--- src/rtl/esd_pkg.sv ---
// ----------------------------------------------------------------------------
// esd_pkg: shared types and constants of the escape sequence decoder
// Parse modes, parser state, result beat layout and the escape letter table.
// ----------------------------------------------------------------------------
`default_nettype none

package esd_pkg;

  localparam logic [7:0] Backslash = 8'h5C;
  localparam logic [1:0] MaxDigits = 2'd3;
  localparam int unsigned QueueDepth = 3;

  typedef enum logic [1:0] {
    MODE_IDLE   = 2'd0,
    MODE_ESC    = 2'd1,
    MODE_DIGITS = 2'd2
  } esd_mode_e;

  typedef struct packed {
    esd_mode_e   mode;
    logic [1:0]  count;
    logic [7:0]  value;
  } esd_state_t;

  typedef struct packed {
    logic [7:0] data;
    logic       last;
  } esd_beat_t;

  // Map the letter after a backslash to its character; hit low if no match.
  function automatic logic [8:0] esd_simple_escape(input logic [7:0] b);
    logic [8:0] r;
    unique case (b)
      8'h61:   r = {1'b1, 8'd7};
      8'h62:   r = {1'b1, 8'd8};
      8'h66:   r = {1'b1, 8'd12};
      8'h6E:   r = {1'b1, 8'd10};
      8'h72:   r = {1'b1, 8'd13};
      8'h74:   r = {1'b1, 8'd9};
      8'h76:   r = {1'b1, 8'd11};
      8'h27:   r = {1'b1, 8'h27};
      8'h22:   r = {1'b1, 8'h22};
      8'h5C:   r = {1'b1, 8'h5C};
      8'h3F:   r = {1'b1, 8'h3F};
      default: r = {1'b0, 8'd0};
    endcase
    return r;
  endfunction

  function automatic logic esd_is_digit(input logic [7:0] b);
    return (b >= 8'h30) && (b <= 8'h39);
  endfunction

endpackage

`default_nettype wire

--- src/rtl/esd_step.sv ---
// ----------------------------------------------------------------------------
// esd_step: one parser step
// From the current state and one raw byte, form the next state and up to two
// decoded beats.
// ----------------------------------------------------------------------------
`default_nettype none

module esd_step
  import esd_pkg::*;
(
  input  esd_state_t  state_i,
  input  logic        skip_dec_i,
  input  logic [7:0]  data_i,
  input  logic        last_i,
  output esd_state_t  state_o,
  output logic [1:0]  count_o,
  output esd_beat_t   beat0_o,
  output esd_beat_t   beat1_o
);

  logic [8:0] esc_lookup;
  logic       is_dig;
  logic [7:0] digit;
  logic [7:0] acc;
  logic [1:0] cnt_inc;

  // Fresh handling of a byte with no escape pending.
  esd_mode_e  fr_mode;
  logic       fr_emit;
  esd_beat_t  fr_beat;

  assign esc_lookup = esd_simple_escape(data_i);
  assign is_dig     = esd_is_digit(data_i);
  assign digit      = data_i - 8'h30;
  assign acc        = {state_i.value[4:0], 3'b000} + {state_i.value[6:0], 1'b0} + digit;
  assign cnt_inc    = state_i.count + 2'd1;

  always_comb begin
    if (data_i == Backslash && !last_i) begin
      fr_mode = MODE_ESC;
      fr_emit = 1'b0;
    end else begin
      fr_mode = MODE_IDLE;
      fr_emit = 1'b1;
    end
    fr_beat = '{data: data_i, last: last_i};
  end

  always_comb begin
    state_o = state_i;
    count_o = 2'd0;
    beat0_o = fr_beat;
    beat1_o = fr_beat;
    unique case (state_i.mode)
      MODE_ESC: begin
        if (esc_lookup[8]) begin
          state_o.mode = MODE_IDLE;
          count_o      = 2'd1;
          beat0_o      = '{data: esc_lookup[7:0], last: last_i};
        end else if (!skip_dec_i && is_dig) begin
          state_o.value = digit;
          if (last_i) begin
            state_o.mode  = MODE_IDLE;
            state_o.count = 2'd0;
            count_o       = 2'd1;
            beat0_o       = '{data: digit, last: 1'b1};
          end else begin
            state_o.mode  = MODE_DIGITS;
            state_o.count = 2'd1;
          end
        end else begin
          // Lone backslash goes out as is, then the byte is taken afresh.
          state_o.mode = fr_mode;
          beat0_o      = '{data: Backslash, last: 1'b0};
          count_o      = fr_emit ? 2'd2 : 2'd1;
        end
      end
      MODE_DIGITS: begin
        if (is_dig) begin
          state_o.value = acc;
          if (cnt_inc >= MaxDigits || cnt_inc == 2'd0 || last_i) begin
            state_o.mode  = MODE_IDLE;
            state_o.count = 2'd0;
            count_o       = 2'd1;
            beat0_o       = '{data: acc, last: last_i};
          end else begin
            state_o.count = cnt_inc;
          end
        end else begin
          state_o.mode  = fr_mode;
          state_o.count = 2'd0;
          beat0_o       = '{data: state_i.value, last: 1'b0};
          count_o       = fr_emit ? 2'd2 : 2'd1;
        end
      end
      default: begin
        // Idle, and the unused mode code treated alike.
        state_o.mode = fr_mode;
        count_o      = fr_emit ? 2'd1 : 2'd0;
        beat0_o      = fr_beat;
      end
    endcase
  end

endmodule

`default_nettype wire

--- src/rtl/escape_sequence_decoder.sv ---
// ----------------------------------------------------------------------------
// escape_sequence_decoder: C-style escape decoding of a byte stream
// Parser state, a one-bit control register and a three-slot result queue.
// ----------------------------------------------------------------------------
// The decoder takes one raw byte per cycle and turns backslash escapes into
// the bytes they stand for: the letter escapes, quotes, backslash and question
// mark, and one to three decimal digits (value modulo 256) unless
// cfg_wdata_i has written skip_decimal_escapes high. An unknown escape leaves
// the backslash in the output and handles the next byte afresh; a dangling
// backslash or digit run at the end of a text is flushed on its last beat.
// An input beat is decoded in the cycle it is accepted and lands in a small
// result queue, so output becomes valid in the cycle after acceptance. The input
// takes a beat every cycle while the queue has room for two more results;
// since one input beat may give two output beats, sustained throughput is one
// input beat per cycle, bounded by the output side at one beat per cycle.
// Write the control register only while the decoder is idle.
// ----------------------------------------------------------------------------
`default_nettype none

module escape_sequence_decoder
  import esd_pkg::*;
(
  input  logic       clk_i,
  input  logic       rst_ni,
  input  logic       cfg_we_i,
  input  logic       cfg_wdata_i,
  input  logic       in_valid_i,
  output logic       in_ready_o,
  input  logic [7:0] in_byte_i,
  input  logic       in_last_i,
  output logic       out_valid_o,
  input  logic       out_ready_i,
  output logic [7:0] out_byte_o,
  output logic       out_last_o
);

  esd_state_t state_q, state_d, step_state;
  logic       skip_dec_q;
  logic [1:0] step_count;
  esd_beat_t  step_beat0, step_beat1;

  esd_beat_t  slot_q [QueueDepth];
  esd_beat_t  slot_d [QueueDepth];
  logic [1:0] fill_q, fill_d;
  logic [1:0] base;
  logic       in_fire, out_fire;

  assign in_fire  = in_valid_i && in_ready_o;
  assign out_fire = out_valid_o && out_ready_i;

  // Keep room for the worst case of two results per beat.
  assign in_ready_o  = (fill_q < 2'd2);
  assign out_valid_o = (fill_q != 2'd0);
  assign out_byte_o  = slot_q[0].data;
  assign out_last_o  = slot_q[0].last;

  esd_step u_step (
    .state_i    (state_q),
    .skip_dec_i (skip_dec_q),
    .data_i     (in_byte_i),
    .last_i     (in_last_i),
    .state_o    (step_state),
    .count_o    (step_count),
    .beat0_o    (step_beat0),
    .beat1_o    (step_beat1)
  );

  // Advance the parser only on an accepted beat.
  assign state_d = in_fire ? step_state : state_q;

  // Queue: shift down on a pop, append new results after what remains.
  assign base = fill_q - {1'b0, out_fire};

  always_comb begin
    for (int i = 0; i < QueueDepth; i++) begin
      slot_d[i] = slot_q[i];
    end
    if (out_fire) begin
      for (int i = 0; i < QueueDepth - 1; i++) begin
        slot_d[i] = slot_q[i + 1];
      end
    end
    for (int i = 0; i < QueueDepth; i++) begin
      if (in_fire && step_count != 2'd0 && 2'(i) == base) begin
        slot_d[i] = step_beat0;
      end
      if (in_fire && step_count == 2'd2 && 2'(i) == base + 2'd1) begin
        slot_d[i] = step_beat1;
      end
    end
    fill_d = base + (in_fire ? step_count : 2'd0);
  end

  always_ff @(posedge clk_i or negedge rst_ni) begin
    if (!rst_ni) begin
      state_q    <= '{mode: MODE_IDLE, count: 2'd0, value: 8'd0};
      skip_dec_q <= 1'b0;
      fill_q     <= 2'd0;
    end else begin
      state_q <= state_d;
      fill_q  <= fill_d;
      if (cfg_we_i) begin
        skip_dec_q <= cfg_wdata_i;
      end
    end
  end

  // Payload slots hold data only; the fill count says which are live.
  always_ff @(posedge clk_i) begin
    for (int i = 0; i < QueueDepth; i++) begin
      slot_q[i] <= slot_d[i];
    end
  end

`ifndef ASSERT_OFF
  // The queue never receives more results than it has free slots.
  assert property (@(posedge clk_i) disable iff (!rst_ni)
    in_fire |-> ({1'b0, base} + {1'b0, step_count}) <= 3'd3)
    else $error("result queue overflow");

  // A text's final beat always leaves the parser idle.
  assert property (@(posedge clk_i) disable iff (!rst_ni)
    in_fire && in_last_i |=> state_q.mode == MODE_IDLE)
    else $error("parser not idle after last beat");

  // A pending digit run holds one or two digits, never more.
  assert property (@(posedge clk_i) disable iff (!rst_ni)
    state_q.mode == MODE_DIGITS |-> (state_q.count == 2'd1 || state_q.count == 2'd2))
    else $error("bad digit count");

  // A pop with no new beat drops exactly one entry.
  assert property (@(posedge clk_i) disable iff (!rst_ni)
    out_fire && !in_fire |=> fill_q == $past(fill_q) - 2'd1)
    else $error("queue fill mismatch on pop");
`endif

endmodule

`default_nettype wire

--- config.mk ---
export PLATFORM = sky130hd
export DESIGN_NAME = escape_sequence_decoder
export DESIGN_NICKNAME = d
export VERILOG_FILES = /design/src/rtl/esd_pkg.sv /design/src/rtl/esd_step.sv /design/src/rtl/escape_sequence_decoder.sv
export SDC_FILE = /design/constraint.sdc
export NUM_CORES = 1
export LEC_CHECK = 0
export BUFFER_PORTS_ARGS = -buffer_cell sky130_fd_sc_hd__buf_2
export CAP_MARGIN = 0
export CORE_UTILIZATION = 25
export CTS_CLUSTER_SIZE = 24
export DETAILED_ROUTE_END_ITERATION = 6
export SLEW_MARGIN = 20
export SYNTH_ARGS = -nofsm -noshare
export SYNTH_HDL_FRONTEND = slang
export SYNTH_SLANG_ARGS = --single-unit
export TNS_END_PERCENT = 30
--- constraint.sdc ---
create_clock -name clk_i -period 4.1 [get_ports clk_i]
set_input_delay 1.23 -clock clk_i [delete_from_list [all_inputs] [get_ports clk_i]]
set_output_delay 1.23 -clock clk_i [all_outputs]
set_load 0.03 [all_outputs]
# Yosys cells after proc, flatten, opt, wreduce, memory -nomap -nowiden
# Memory sizes are Yosys's and may differ from the RTL's.
# Cells that the tools add are included.
[word_totals] inputBits=15 memories=1 regBits=15 ramBits=27
[op_classes] n_reduce_logical=26 muxes=35 n_eq_ne=22 magnitude_cmp=4 add_sub_neg=7
[memory_table] memory="slot_q" depth=3 width=9 read_ports=3 rd_ports_with_merged_regs=0 wr=3 line="escape_sequence_decoder.sv:42" text="esd_beat_t slot_q [QueueDepth];"
[op_table] op="$mux W9" count=11
[op_table] op="$pmux W9 S11" count=1
[op_table] op="$eq A8 B7 Y1 const B" count=8
[op_table] op="$eq A8 B6 Y1 const B" count=3
[op_table] op="$mux W10" count=2
[op_table] op="$pmux W10 S2" count=1
[op_table] op="$mux W18" count=1
[op_table] op="$mux W2" count=9
[op_table] op="$pmux W9 S2" count=1
[op_table] op="$add A8 B8 Y8" count=2
[op_table] op="$logic_and A1 B1 Y1" count=13
[op_table] op="$ge A8 B6 Y1 const B" count=1
[op_table] op="$le A8 B6 Y1 const B" count=1
[op_table] op="$mux W4" count=2
[op_table] op="$mux W8" count=1
[op_table] op="$pmux W2 S2" count=2
[op_table] op="$sub A8 B6 Y8 const B" count=1
[op_table] op="$logic_not A2 Y1" count=3
[op_table] op="$reduce_bool A2 Y1" count=3
[op_table] op="$reduce_and A5 Y1" count=1
[op_table] op="$add A2 B1 Y2 const B" count=2
[op_table] op="$eq A1 B2 Y1 const A" count=2
[op_table] op="$eq A2 B2 Y1 const A" count=2
[op_table] op="$eq A2 B2 Y1 const B" count=2
[op_table] op="other kinds (13)" count=19

# Depth between registers and ports, before layout
# Gate-level depths: netlist of the first run.
[logic_depth] word_depth=12 ltp_mapped=13 ltp_nobuf=12

# Cells and area by module
# Synthesis of the first run repeated with hierarchy kept, for this count alone.
[unflattened] hier_cells=472 area_unflattened_um2=4022.6
[by_module_without_submodules] module="escape_sequence_decoder" area_each_um2=2336.0 cells_per_inst=228 instances=1
[by_module_without_submodules] module="esd_step" area_each_um2=1686.6 cells_per_inst=244 instances=1

# Worst setup path before layout of the first run
# OpenSTA, ideal clock, no wires.
[synth_path] path_kind="input port to flip-flop" startpoint="in in_byte_i[3]" endpoint="mem slot_q[0][7] (netlist name), data pin" arrival_time_ns=3.797 cell_stages=12 path_buffers=2 required_ns=3.840 slack_ns=0.043 path_cell_list="buf_2 -> buf_4 -> inv_1 -> fa_1 -> fa_1 -> nand2b_1 -> a21oi_1 -> xnor2_1 -> o31ai_1 -> a221oi_1 -> o31ai_1 -> mux2_2"
[synth_lines] item="start: declaration" line="escape_sequence_decoder.sv:29" text="input logic [7:0] in_byte_i,"
[synth_lines] item="end: declaration" line="escape_sequence_decoder.sv:42"

==> summary.md, run 1 <==
| Metric | Value |
|---|---|
| Outcome | `completed` |
| Wire length per cell after detailed routing | `16.4 um` |
| Largest driver fanout on the critical path | `3` |
| Min-Delay Endpoint | `state_q[7]$_DFFE_PN0P_` |
| Number of warnings reported in the yosys synthesis log | `0` |
| Origin of the worst min-delay path | `state_q[7]$_DFFE_PN0P_` |
| Port-buffer cells | `25` |
| Setup slack on the worst flop-to-flop path | `between 900 and 1000 ps` |
| Switching share of total power | `between 30% and 40%` |
| Design area | `roughly 4100 sq um` |
| Clock Tree Root | `sky130_fd_sc_hd__clkbuf_16` |
| Proportion of synthesized flip-flops having asynchronous set or reset | `~36%` |
| Internal power summed over all cells | `between 1 and 1.5 mW` |
| Sum of negative setup slack | `0 ps` |
| Final worst path period share | `~94%` |
| Clock power share | `25.7%` |
| DR vias | `3146` |
| FF-to-FF Start | `state_q[2]$_DFFE_PN0P_` |
| Switching Power | `between 0.6 and 0.7 mW` |
| Inserted Diodes | `0` |
| Final Hold Viols | `0` |
| Data arrival time of the worst path | `~3900 ps` |
| Initial Util | `25.9%` |
| Height of the chip | `approximately 120 um` |
| Skew final | `roughly 6.7 ps` |
| Final Critical Period | `about 3800 ps` |
| Worst-case headroom to the max-slew limit | `56.3%` |
| Clk slew on worst S/H paths | `70 ps` |
| Post-Route Utilization | `between 20 and 30%` |
| Cts-stage hold buffer count | `0` |
| Hold depth | `2` |
| Setup repair after global routing missed its margin | `no` |
| Gate count of the mapped netlist | `between 400 and 500` |
| Count of placed standard cells including taps | `598` |
| Buffers inserted by post-CTS timing repair | `0` |
| Grt ovf | `0` |
| Transition time of the tightest slew-check pin | `655 ps` |
| Logic pwr share | `a little under two fifths` |
| Leakage component of the power | `approximately 1.6 nW` |
| Share of layout cells above drive strength 1 | `approximately a fifth` |
| Multi-input combinational cell area | `about 2100 sq um` |
| Final worst slack | `roughly 260 ps` |
| Synth Net Count | `435` |
| Horizontal die dimension | `122 um` |
| CTS tree | `yes` |
| R2R cell count | `11` |
| Post-placement cell area | `just under 4000 sq um` |
| Number of antenna violations at the first check in global routing | `0` |
| Critical path start-end classification | `in2reg` |
| Total die area | `roughly 15000 sq um` |
| # DRC | `0` |
| Sequential share of power | `about 37%` |
| Number of search-and-repair iterations in the first detailed-routing pass | `5` |
| Number of top-level design ports | `26` |
| Final estimated routing congestion in global placement | `0.903` |
| Final total power | `between 1.5 and 2 mW` |
| End of the worst register-to-register path | `slot_q[0][8]$_DFFE_PP_` |
| Final worst hold slack | `502 ps` |
| Worst ir drop on vdd | `about 0.14 mV` |
| Worst-skew pair later-pin latency | `around 300 ps` |
| Synth Register Bits | `42` |
| Number of max-capacitance violations reported | `0` |
| Req. time, crit path | `between 4000 and 5000 ps` |
| All-layer global routing usage | `between 10% and 20%` |
| Number of inserted filler cells in the final layout | `1471` |
| Share of the yosys chip area belonging to registers | `between 30% and 40%` |
| Largest net degree at the start of global routing | `20` |
| TritonCTS buffer count | `5` |
| H-tree depth | `2` |
| Number of global-route vias before repair | `3043` |
| Routed vias/inst | `5.19` |
| Sequential cell area | `1190 sq um` |
| Clock buffer depth | `2` |
| Clock sink count | `42` |
| Ratio of total power to cell area | `approximately 400 nW/um^2` |
| # setup viols final | `0` |
| Iter 0 DRT Violations | `around 350` |
| Maximum clock frequency | `261 MHz` |
| Count of antenna-violating nets left after detailed routing | `0` |
| Number of max-slew violations in the final report | `0` |
| EDFF count, synth | `27` |
| Post-layout net count | `around 460` |
| Prevailing post-synth register cell | `sky130_fd_sc_hd__edfxtp_1` |
| Core Rows | `43` |
| Number of distinct library cell variants in the gate-level netlist after synthesis | `between 70 and 80` |
| Final Routed Wirelength | `around 10000 um` |
| Worst slack at placement | `-21.1 ps` |
| Global-route wire length before repair | `16200 um` |
| Element type at the critical path start | `input pin` |
| Type of the tightest min-delay check | `reg2reg` |
| Floorplan Core Area | `between 10000 and 15000 sq um` |
| Cell Count, Final, Fillers Out | `approximately 610` |
| Resize count post-CTS | `0` |
| Layout-stage area growth over the synthesis result | `13.4%` |
| Sort of element at the end of the critical path | `flop` |
| Post-DP HPWL | `between 7000 and 8000 um` |
| Synthesized area | `roughly 3600 sq um` |
| Per-instance average area after synthesis | `9.02 sq um` |
-- registers in the layout, summed over array words and instances (netlist names) --
register	count
slot_q	27
skip_dec_q	1
state_q	12
fill_q	2
-- power groups by stage --
stage | clock (mW) | combinational [mW] | sequential, mW
after detailed placement | 0 | 0.606 | 0.619
final | 0.420 | 0.605 | 0.608
after global routing | 0.450 | 0.666 | 0.619
after global placement | 0 | 0.592 | 0.617
after floorplan | 0 | 0.490 | 0.621
after CTS | 0.431 | 0.609 | 0.610
-- cell type report --
cell class / instances / share of cell area [%]
repair buffers: 49 / 7.44
well taps: 180 / 5.49
multi-input cells: 303 / 52.3
inverters: 24 / 2.20
clock inverters: 3 / 0.610
flip-flops and latches: 42 / 28.9
clock buffers: 5 / 3.05
-- routing by layer --
metal | vias up | wire length, um | GRT usage, %
li1 | 1531 | - | -
met1 | 1477 | 4540 | 19.3
met2 | 126 | 4660 | 22.6
met3 | 12 | 649 | 2.42
met4 | 0 | 116 | 3.28
met5 | - | 0 | 0
-- cells in the mapped netlist (4+ instances only) --
cell type / number / area share, %
sky130_fd_sc_hd__nor3_1: 10 / 1.4
sky130_fd_sc_hd__o31ai_1: 15 / 3.1
sky130_fd_sc_hd__dfrtp_1: 15 / 10
sky130_fd_sc_hd__o211ai_1: 9 / 1.9
sky130_fd_sc_hd__edfxtp_1: 27 / 22
sky130_fd_sc_hd__a21oi_1: 17 / 2.4
sky130_fd_sc_hd__nand3_1: 6 / 0.83
sky130_fd_sc_hd__o21ai_1: 11 / 1.5
sky130_fd_sc_hd__mux2i_1: 10 / 2.8
sky130_fd_sc_hd__nor2_1: 26 / 2.7
sky130_fd_sc_hd__inv_1: 23 / 2.4
sky130_fd_sc_hd__clkbuf_1: 8 / 0.83
sky130_fd_sc_hd__o21ai_0: 15 / 2.1
sky130_fd_sc_hd__mux2_2: 10 / 3.1
sky130_fd_sc_hd__buf_4: 11 / 2.3
sky130_fd_sc_hd__nand2_1: 45 / 4.7
sky130_fd_sc_hd__ha_1: 14 / 4.8
sky130_fd_sc_hd__buf_2: 10 / 1.4
sky130_fd_sc_hd__nor2b_1: 4 / 0.69
sky130_fd_sc_hd__a21o_1: 4 / 0.83
sky130_fd_sc_hd__and3_1: 6 / 1.0
sky130_fd_sc_hd__xnor2_1: 11 / 2.7
sky130_fd_sc_hd__fa_1: 5 / 2.8
sky130_fd_sc_hd__a31oi_1: 6 / 1.0
sky130_fd_sc_hd__nor3b_1: 5 / 1.0
sky130_fd_sc_hd__or3_1: 5 / 0.86
sky130_fd_sc_hd__o21a_1: 6 / 1.2
-- worst max path at each step --
stage / start / cells past startpoint / end / slack, ps
after floorplan: in_byte_i[3] / 12 / slot_q[0][7]$_DFFE_PP_ / 40
after global placement: in_byte_i[3] / 12 / slot_q[0][7]$_DFFE_PP_ / -10
after detailed placement: in_byte_i[4] / 14 / slot_q[0][7]$_DFFE_PP_ / -20
after CTS: in_byte_i[4] / 14 / slot_q[0][7]$_DFFE_PP_ / 280
after global routing: in_byte_i[3] / 12 / slot_q[0][8]$_DFFE_PP_ / 110
final: in_byte_i[4] / 14 / slot_q[0][7]$_DFFE_PP_ / 260
-- critical path, cell delays in order --
cell	delay [ps]
sky130_fd_sc_hd__buf_2	100
sky130_fd_sc_hd__inv_1	60
sky130_fd_sc_hd__ha_1	320
sky130_fd_sc_hd__inv_1	90
sky130_fd_sc_hd__fa_1	430
sky130_fd_sc_hd__ha_1	330
sky130_fd_sc_hd__nor2_1	50
sky130_fd_sc_hd__a21oi_1	150
sky130_fd_sc_hd__xnor2_1	170
sky130_fd_sc_hd__o31ai_1	110
sky130_fd_sc_hd__a221oi_1	330
sky130_fd_sc_hd__buf_4	190
sky130_fd_sc_hd__o31ai_1	70
sky130_fd_sc_hd__mux2_2	270
-- placed cells by master, fill, tap and decap left out, types with 11 or more instances in the layout --
master                     synthesis  final
sky130_fd_sc_hd__nand2_1          45     45
sky130_fd_sc_hd__edfxtp_1         27     27
sky130_fd_sc_hd__nor2_1           26     26
sky130_fd_sc_hd__buf_2            10     25
sky130_fd_sc_hd__buf_4            11     24
sky130_fd_sc_hd__inv_1            23     23
sky130_fd_sc_hd__a21oi_1          17     17
sky130_fd_sc_hd__o21ai_0          15     15
sky130_fd_sc_hd__o31ai_1          15     15
sky130_fd_sc_hd__dfrtp_1          15     15
sky130_fd_sc_hd__ha_1             14     14
sky130_fd_sc_hd__xnor2_1          11     11
sky130_fd_sc_hd__o21ai_1          11     11
-- logic make-up after synthesis --
logic type               count (synthesis)  share of synthesized area (%)
AND/OR/NAND/NOR                        131                           18.7
AO/OA/AOI/OAI                          120                           23.8
buffers and inverters                   56                           7.92
flip-flops                              42                           32.8
multiplexers                            21                           6.19
adder cells (fa/ha/maj)                 19                           7.61
XOR/XNOR                                12                           2.91
Power figures use the tool's default switching activity.
==> run 2, diff against run 1 <==
CORE_ASPECT_RATIO = 0.7   (was unset)
==> run 2 against run 1 <==
Largest cell class unchanged. Power is 3.3% higher. Design area is 0.27% higher. Global-route usage is 1.7 points higher. Routed wire length is 15% higher. Die area hardly changed. Setup slack better by 8.6 ps. Critical path type unchanged.
==> summary.md, run 2 (synthesis results as in run 1) <==
| Metric | Value |
|---|---|
| Outcome | `completed` |
| Worst-case headroom to the max-slew limit | `57.0% (+0.66 points)` |
| Iter 0 DRT Violations | `439 (+24%)` |
| Inserted Diodes | `0 (unchanged)` |
| Ratio of total power to cell area | `410 nW/um^2 (+3.0%)` |
| Most frequent cells in the layout | `sky130_fd_sc_hd__nand2_1, sky130_fd_sc_hd__edfxtp_1, sky130_fd_sc_hd__nor2_1, sky130_fd_sc_hd__buf_2, sky130_fd_sc_hd__buf_4` |
| Global-route wire length before repair | `17900 um (+11%)` |
| Maximum clock frequency | `261 MHz (+0.22%)` |
| # DRC | `0 (unchanged)` |
| Origin of the worst min-delay path | `state_q[7]$_DFFE_PN0P_` |
| Setup slack on the worst flop-to-flop path | `950 ps (+20 ps)` |
| Clock power share | `25.6% (about the same)` |
| Slowest-stage cell, CP | `sky130_fd_sc_hd__o32a_2` |
| Initial Util | `25.8% (-0.037 points)` |
| Port-buffer cells | `25 (unchanged)` |
| CTS tree | `yes` |
| Chain of cells forming the critical path | `buf_2 > ha_1 > buf_4 > nor2b_1 > o211ai_1 > nand3_2 > o32a_2 > nor3_1 > buf_4 > nor3b_1 > a221o_1` |
| Switching share of total power | `38.5% (+1.2 points)` |
| Worst path bufs/invs | `3 (-1)` |
| Resize count post-CTS | `0 (unchanged)` |
| FF-to-FF Start | `state_q[2]$_DFFE_PN0P_` |
| Hold depth | `2 (unchanged)` |
| Clock sink count | `42 (unchanged)` |
| Clk slew on worst S/H paths | `70 ps (about the same)` |
| Most flops, register | `slot_q` |
| Layout-stage area growth over the synthesis result | `13.7%` |
| Number of inserted filler cells in the final layout | `1476 (+0.34%)` |
| Max FFs per register | `27 (unchanged)` |
| Height of the chip | `103 um (-16%)` |
| H-tree depth | `2 (unchanged)` |
| Total die area | `15000 sq um (about the same)` |
| Worst ir drop on vdd | `0.167 mV (+23%)` |
| Most numerous cell on the critical path | `sky130_fd_sc_hd__buf_4` |
| Switching Power | `0.650 mW (+6.5%)` |
| Final estimated routing congestion in global placement | `0.982 (+8.7%)` |
| Clock Tree Root | `sky130_fd_sc_hd__clkbuf_16` |
| Number of antenna violations at the first check in global routing | `0 (unchanged)` |
| Worst-skew pair later-pin latency | `310 ps (about the same)` |
| Post-DP HPWL | `8840 um (+12%)` |
| Skew final | `11.5 ps (+4.77 ps)` |
| Routed vias/inst | `5.42 (+4.4%)` |
| Clock buffer depth | `2 (unchanged)` |
| Sequential share of power | `36.1% (-1.1 points)` |
| Transition time of the tightest slew-check pin | `645 ps (-9.96 ps)` |
| Min-Delay Endpoint | `state_q[7]$_DFFE_PN0P_` |
| Number of global-route vias before repair | `3149 (+3.5%)` |
| Buffers inserted by post-CTS timing repair | `0 (unchanged)` |
| Worst slack at placement | `50.6 ps (+71.7 ps)` |
| End of the worst register-to-register path | `slot_q[0][16]$_DFFE_PP_` |
| Number of max-slew violations in the final report | `0 (unchanged)` |
| R2R cell count | `11 (unchanged)` |
| Final worst path period share | `93.4% (-0.21 points)` |
| Cts-stage hold buffer count | `0 (unchanged)` |
| Setup repair after global routing missed its margin | `no` |
| Most common library cell in the layout ignoring fill and taps | `sky130_fd_sc_hd__nand2_1` |
| All-layer global routing usage | `15.7% (+1.7 points)` |
| Category of cells accounting for the largest share of critical-path delay | `compound AO/OA/AOI/OAI gates` |
| Req. time, crit path | `4150 ps (about the same)` |
| Count of antenna-violating nets left after detailed routing | `0 (unchanged)` |
| Final Critical Period | `3830 ps (-8.57 ps)` |
| Horizontal die dimension | `146 um (+19%)` |
| Final Routed Wirelength | `11400 um (+15%)` |
| Leakage component of the power | `1.57 nW (about the same)` |
| Number of top-level design ports | `26 (unchanged)` |
| Number of search-and-repair iterations in the first detailed-routing pass | `5 (unchanged)` |
| Floorplan Core Area | `14000 sq um (+0.14%)` |
| Final worst slack | `271 ps (+8.57 ps)` |
| DR vias | `3340 (+6.2%)` |
| Multi-input combinational cell area | `2140 sq um (unchanged)` |
| # setup viols final | `0 (unchanged)` |
| Logic pwr share | `38.3% (+1.3 points)` |
| Sum of negative setup slack | `0 ps (unchanged)` |
| Internal power summed over all cells | `1.04 mW (+1.4%)` |
| Sequential cell area | `1190 sq um (unchanged)` |
| Grt ovf | `0 (unchanged)` |
| TritonCTS buffer count | `5 (unchanged)` |
| Data arrival time of the worst path | `3880 ps (about the same)` |
| Critical path start-end classification | `in2reg` |
| Share of layout cells above drive strength 1 | `20.0% (unchanged)` |
| Delay of the slowest cell on the worst path | `520 ps (+90 ps)` |
| Final Hold Viols | `0 (unchanged)` |
| Sort of element at the end of the critical path | `flop` |
| Post-Route Utilization | `29.4% (+0.038 points)` |
| Core Rows | `36 (-16%)` |
| Element type at the critical path start | `input pin` |
| Largest net degree at the start of global routing | `20 (unchanged)` |
| Wire length per cell after detailed routing | `18.5 um (+13%)` |
| Type of the tightest min-delay check | `reg2reg` |
| Largest driver fanout on the critical path | `12 (+9)` |
| Post-layout net count | `459 (unchanged)` |
| Registers with the most flip-flops | `slot_q x27, state_q x12, fill_q x2` |
| Number of max-capacitance violations reported | `0 (unchanged)` |
-- run 2: worst max path at each step --
stage	to	slack [ps]	cells past startpoint	from
finish	slot_q[0][11]$_DFFE_PP_	270	11	in_byte_i[5]
detailed placement	slot_q[0][16]$_DFFE_PP_	50	11	in_byte_i[5]
global route	slot_q[0][16]$_DFFE_PP_	150	14	in_byte_i[4]
CTS	slot_q[0][16]$_DFFE_PP_	360	11	in_byte_i[5]
floorplan	slot_q[0][7]$_DFFE_PP_	40	12	in_byte_i[3]
global placement	slot_q[0][11]$_DFFE_PP_	80	11	in_byte_i[5]
-- run 2: worst min-delay path, delay by kind of cell, from the launching register on --
kind / cells / cell delay, ps
simple gates: 1 / 50
flops: 1 / 360
compound gates: 1 / 60
-- run 2: layer usage --
layer  share of wire, %  GRT usage, %
met1                 48          22.8
met2                 39          21.8
met3                 11          5.66
met4                1.3          3.81
met5                  0             0
-- run 2: layout make-up --
type | instances | area share (%)
clock buffers | 5 | 3.04
repair buffers | 49 | 7.42
clock inverters | 3 | 0.578
inverters | 24 | 2.19
flip-flops and latches | 42 | 28.8
multi-input cells | 303 | 52.1
well taps | 190 | 5.78
-- run 2: power groups by stage --
stage	Clock, mW	Sequential (mW)	Combinational (mW)
3_5_place_dp	0	0.622	0.645
3_3_place_gp	0	0.619	0.631
2_1_floorplan	0	0.621	0.490
6_report	0.432	0.610	0.646
4_1_cts	0.430	0.613	0.648
5_1_grt	0.454	0.623	0.709
-- run 2: stage by stage --
stage                     cells  hold WS, ps  area [sq um]  total power [mW]
after detailed placement    608          487          3960              1.27
after global routing        616          558          4110              1.79
after floorplan             401          457          3620              1.11
after CTS                   616          506          4110              1.69
final                       616          506          4110              1.69
after global placement      608          481          3960              1.25
==> run 3, diff against run 2 <==
RECOVER_POWER = 100   (was unset)
==> run 3 against run 2 <==
Power is 1.4% lower. Highest routed layer unchanged. Clock-buffer cell count stayed put. Sequential cell count stayed put. Clock power is 0.9% lower. Routed wire length is 0.16% lower. Sequential share of layout area is 0.29 points higher. Non-clock buffer count stayed put. Core utilization is 0.29 points lower. Via count is 0.30% higher. Setup slack worse by 160 ps.
==> summary.md, run 3 (synthesis results as in run 1) <==
| Metric | Value |
|---|---|
| Post-placement cell area | `3960 sq um (unchanged)` |
| Number of antenna violations at the first check in global routing | `0 (unchanged)` |
| Switching share of total power | `38.9% (+0.42 points)` |
| Layout-stage area growth over the synthesis result | `12.6%` |
| Ratio of total power to cell area | `409 nW/um^2 (-0.41%)` |
| Maximum clock frequency | `251 MHz (-4.0%)` |
| CTS tree | `yes` |
| Final worst path period share | `97.2% (+3.8 points)` |
| Number of max-slew violations in the final report | `0 (unchanged)` |
| Clock power share | `25.7% (about the same)` |
| Number of global-route vias before repair | `3149 (unchanged)` |
| Total die area | `15000 sq um (unchanged)` |
| Iter 0 DRT Violations | `447 (+1.8%)` |
| H-tree depth | `2 (unchanged)` |
| Height of the chip | `103 um (unchanged)` |
| Final Routed Wirelength | `11400 um (-0.16%)` |
| Number of inserted filler cells in the final layout | `1487 (+0.75%)` |
| All-layer global routing usage | `15.7% (unchanged)` |
| Clock Tree Root | `sky130_fd_sc_hd__clkbuf_16` |
| Registers with the most flip-flops | `slot_q x27, state_q x12, fill_q x2` |
| Number of top-level design ports | `26 (unchanged)` |
| Clock buffer depth | `2 (unchanged)` |
| Worst-skew pair later-pin latency | `300 ps (about the same)` |
| Final estimated routing congestion in global placement | `0.982 (unchanged)` |
| Horizontal die dimension | `146 um (unchanged)` |
| Worst ir drop on vdd | `0.165 mV (-0.94%)` |
| # setup viols final | `0 (unchanged)` |
| Most flops, register | `slot_q` |
| Setup repair after global routing missed its margin | `no` |
| Transition time of the tightest slew-check pin | `924 ps (+279 ps)` |
| Final Hold Viols | `0 (unchanged)` |
| Sort of element at the end of the critical path | `flop` |
| Count of placed standard cells including taps | `608 (unchanged)` |
| Initial Util | `25.8% (unchanged)` |
| Largest net degree at the start of global routing | `20 (unchanged)` |
| DR vias | `3350 (+0.30%)` |
| Cts-stage hold buffer count | `0 (unchanged)` |
| Share of layout cells above drive strength 1 | `15.7% (-4.2 points)` |
| Cell Count, Final, Fillers Out | `616 (unchanged)` |
| Global-route wire length before repair | `17900 um (unchanged)` |
| Final total power | `1.66 mW (-1.4%)` |
| Outcome | `completed` |
| Most frequent cells in the layout | `sky130_fd_sc_hd__nand2_1, sky130_fd_sc_hd__edfxtp_1, sky130_fd_sc_hd__nor2_1, sky130_fd_sc_hd__o21ai_0, sky130_fd_sc_hd__inv_1` |
| Post-Route Utilization | `29.1% (-0.29 points)` |
| Resize count post-CTS | `0 (unchanged)` |
| Switching Power | `0.648 mW (-0.33%)` |
| Skew final | `10.5 ps (-1.04 ps)` |
| Logic pwr share | `37.5% (-0.8 points)` |
| Internal power summed over all cells | `1.02 mW (-2.1%)` |
| Number of search-and-repair iterations in the first detailed-routing pass | `5 (unchanged)` |
| Routed vias/inst | `5.44 (+0.30%)` |
| Post-layout net count | `459 (unchanged)` |
| Data arrival time of the worst path | `4040 ps (+160 ps)` |
| Element type at the critical path start | `input pin` |
| Core Rows | `36 (unchanged)` |
| Inserted Diodes | `0 (unchanged)` |
| Clk slew on worst S/H paths | `70 ps (about the same)` |
| Buffers inserted by post-CTS timing repair | `0 (unchanged)` |
| Count of antenna-violating nets left after detailed routing | `0 (unchanged)` |
| Wire length per cell after detailed routing | `18.5 um (-0.16%)` |
| Number of max-capacitance violations reported | `0 (unchanged)` |
| # DRC | `0 (unchanged)` |
| Sequential share of power | `36.8% (+0.7 points)` |
| Largest driver fanout on the critical path | `12 (unchanged)` |
| Design area | `4070 sq um (-1.0%)` |
| Floorplan Core Area | `14000 sq um (unchanged)` |
| Critical path start-end classification | `in2reg` |
| Port-buffer cells | `25 (unchanged)` |
| Sum of negative setup slack | `0 ps (unchanged)` |
| Chain of cells forming the critical path | `buf_2 > ha_1 > clkbuf_1 > or3b_1 > o41ai_1 > or2_2 > o21a_1 > nor3_1 > buf_4 > a21o_1 > a221o_1` |
| TritonCTS buffer count | `5 (unchanged)` |
| Worst-case headroom to the max-slew limit | `38.4% (-19 points)` |
| Max FFs per register | `27 (unchanged)` |
| Leakage component of the power | `1.52 nW (-3.4%)` |
| Slowest-stage cell, CP | `sky130_fd_sc_hd__o41ai_1` |
| Most common library cell in the layout ignoring fill and taps | `sky130_fd_sc_hd__nand2_1` |
| Grt ovf | `0 (unchanged)` |
| Clock sink count | `42 (unchanged)` |
| Delay of the slowest cell on the worst path | `510 ps (about the same)` |
| Type of the tightest min-delay check | `reg2reg` |
| Final Critical Period | `3990 ps (+157 ps)` |
| Req. time, crit path | `4150 ps (about the same)` |
| Post-DP HPWL | `8840 um (unchanged)` |
[run 3: changes by cell type in the layout (fill, tap and decap cells not counted), sizes merged]
cell and delta:
buf -20, clkbuf +20
[run 3: path summary, 6_finish.rpt]
| path | start | endpoint | slack, ps | depth (start not counted) |
|---|---|---|---|---|
| setup reg to reg | state_q[2]$_DFFE_PN0P_ | slot_q[0][16]$_DFFE_PP_ | 880 | 11 |
| max in group asynchronous | rst_ni | state_q[7]$_DFFE_PN0P_ | 2500 | 1 |
| hold / removal | state_q[7]$_DFFE_PN0P_ | state_q[7]$_DFFE_PN0P_ | 510 | 2 |
| setup / recovery | in_byte_i[5] | slot_q[0][11]$_DFFE_PP_ | 110 | 11 |
| min in group asynchronous | rst_ni | state_q[5]$_DFFE_PN0P_ | 1040 | 1 |
| hold reg to reg | state_q[7]$_DFFE_PN0P_ | state_q[7]$_DFFE_PN0P_ | 510 | 2 |
[run 3: stage by stage]
step           setup slack, ps  hold slack [ps]
6_report                   114              508
5_1_grt                   75.1              558
4_1_cts                    357              506
3_5_place_dp              50.6              487
3_3_place_gp              81.2              481
2_1_floorplan             42.7              457
[run 3: power by group through the flow]
stage	clock network (mW)	registers, mW	logic [mW]
3_3_place_gp	0	0.619	0.631
5_1_grt	0.454	0.625	0.688
2_1_floorplan	0	0.621	0.490
4_1_cts	0.430	0.613	0.648
6_report	0.428	0.612	0.624
3_5_place_dp	0	0.622	0.645
[run 3: worst max-delay path: cells and delay by family]
kind / cells / cell delay [ps]
buffers and inverters: 3 / 610
adder cells (fa/ha/maj): 1 / 200
AND/OR/NAND/NOR: 3 / 780
AO/OA/AOI/OAI: 4 / 1210
[run 3: metal layers]
metal / track usage, % / part of all wire (%) / vias up
li1: - / - / 1528
met1: 22.8 / 48 / 1623
met2: 21.8 / 39 / 181
met3: 5.66 / 11 / 18
met4: 3.81 / 1.3 / 0
met5: 0 / 0 / -
[run 3: final cells by class]
class | instances | area, sq um | share of cell area (%)
Sequential cell | 42 | 1190 | 29.1
Timing Repair Buffer | 49 | 268 | 6.58
Multi-Input combinational cell | 303 | 2140 | 52.6
Tap cell | 190 | 238 | 5.84
Clock inverter | 3 | 23.8 | 0.584
Inverter | 24 | 90.1 | 2.21
Clock buffer | 5 | 125 | 3.07
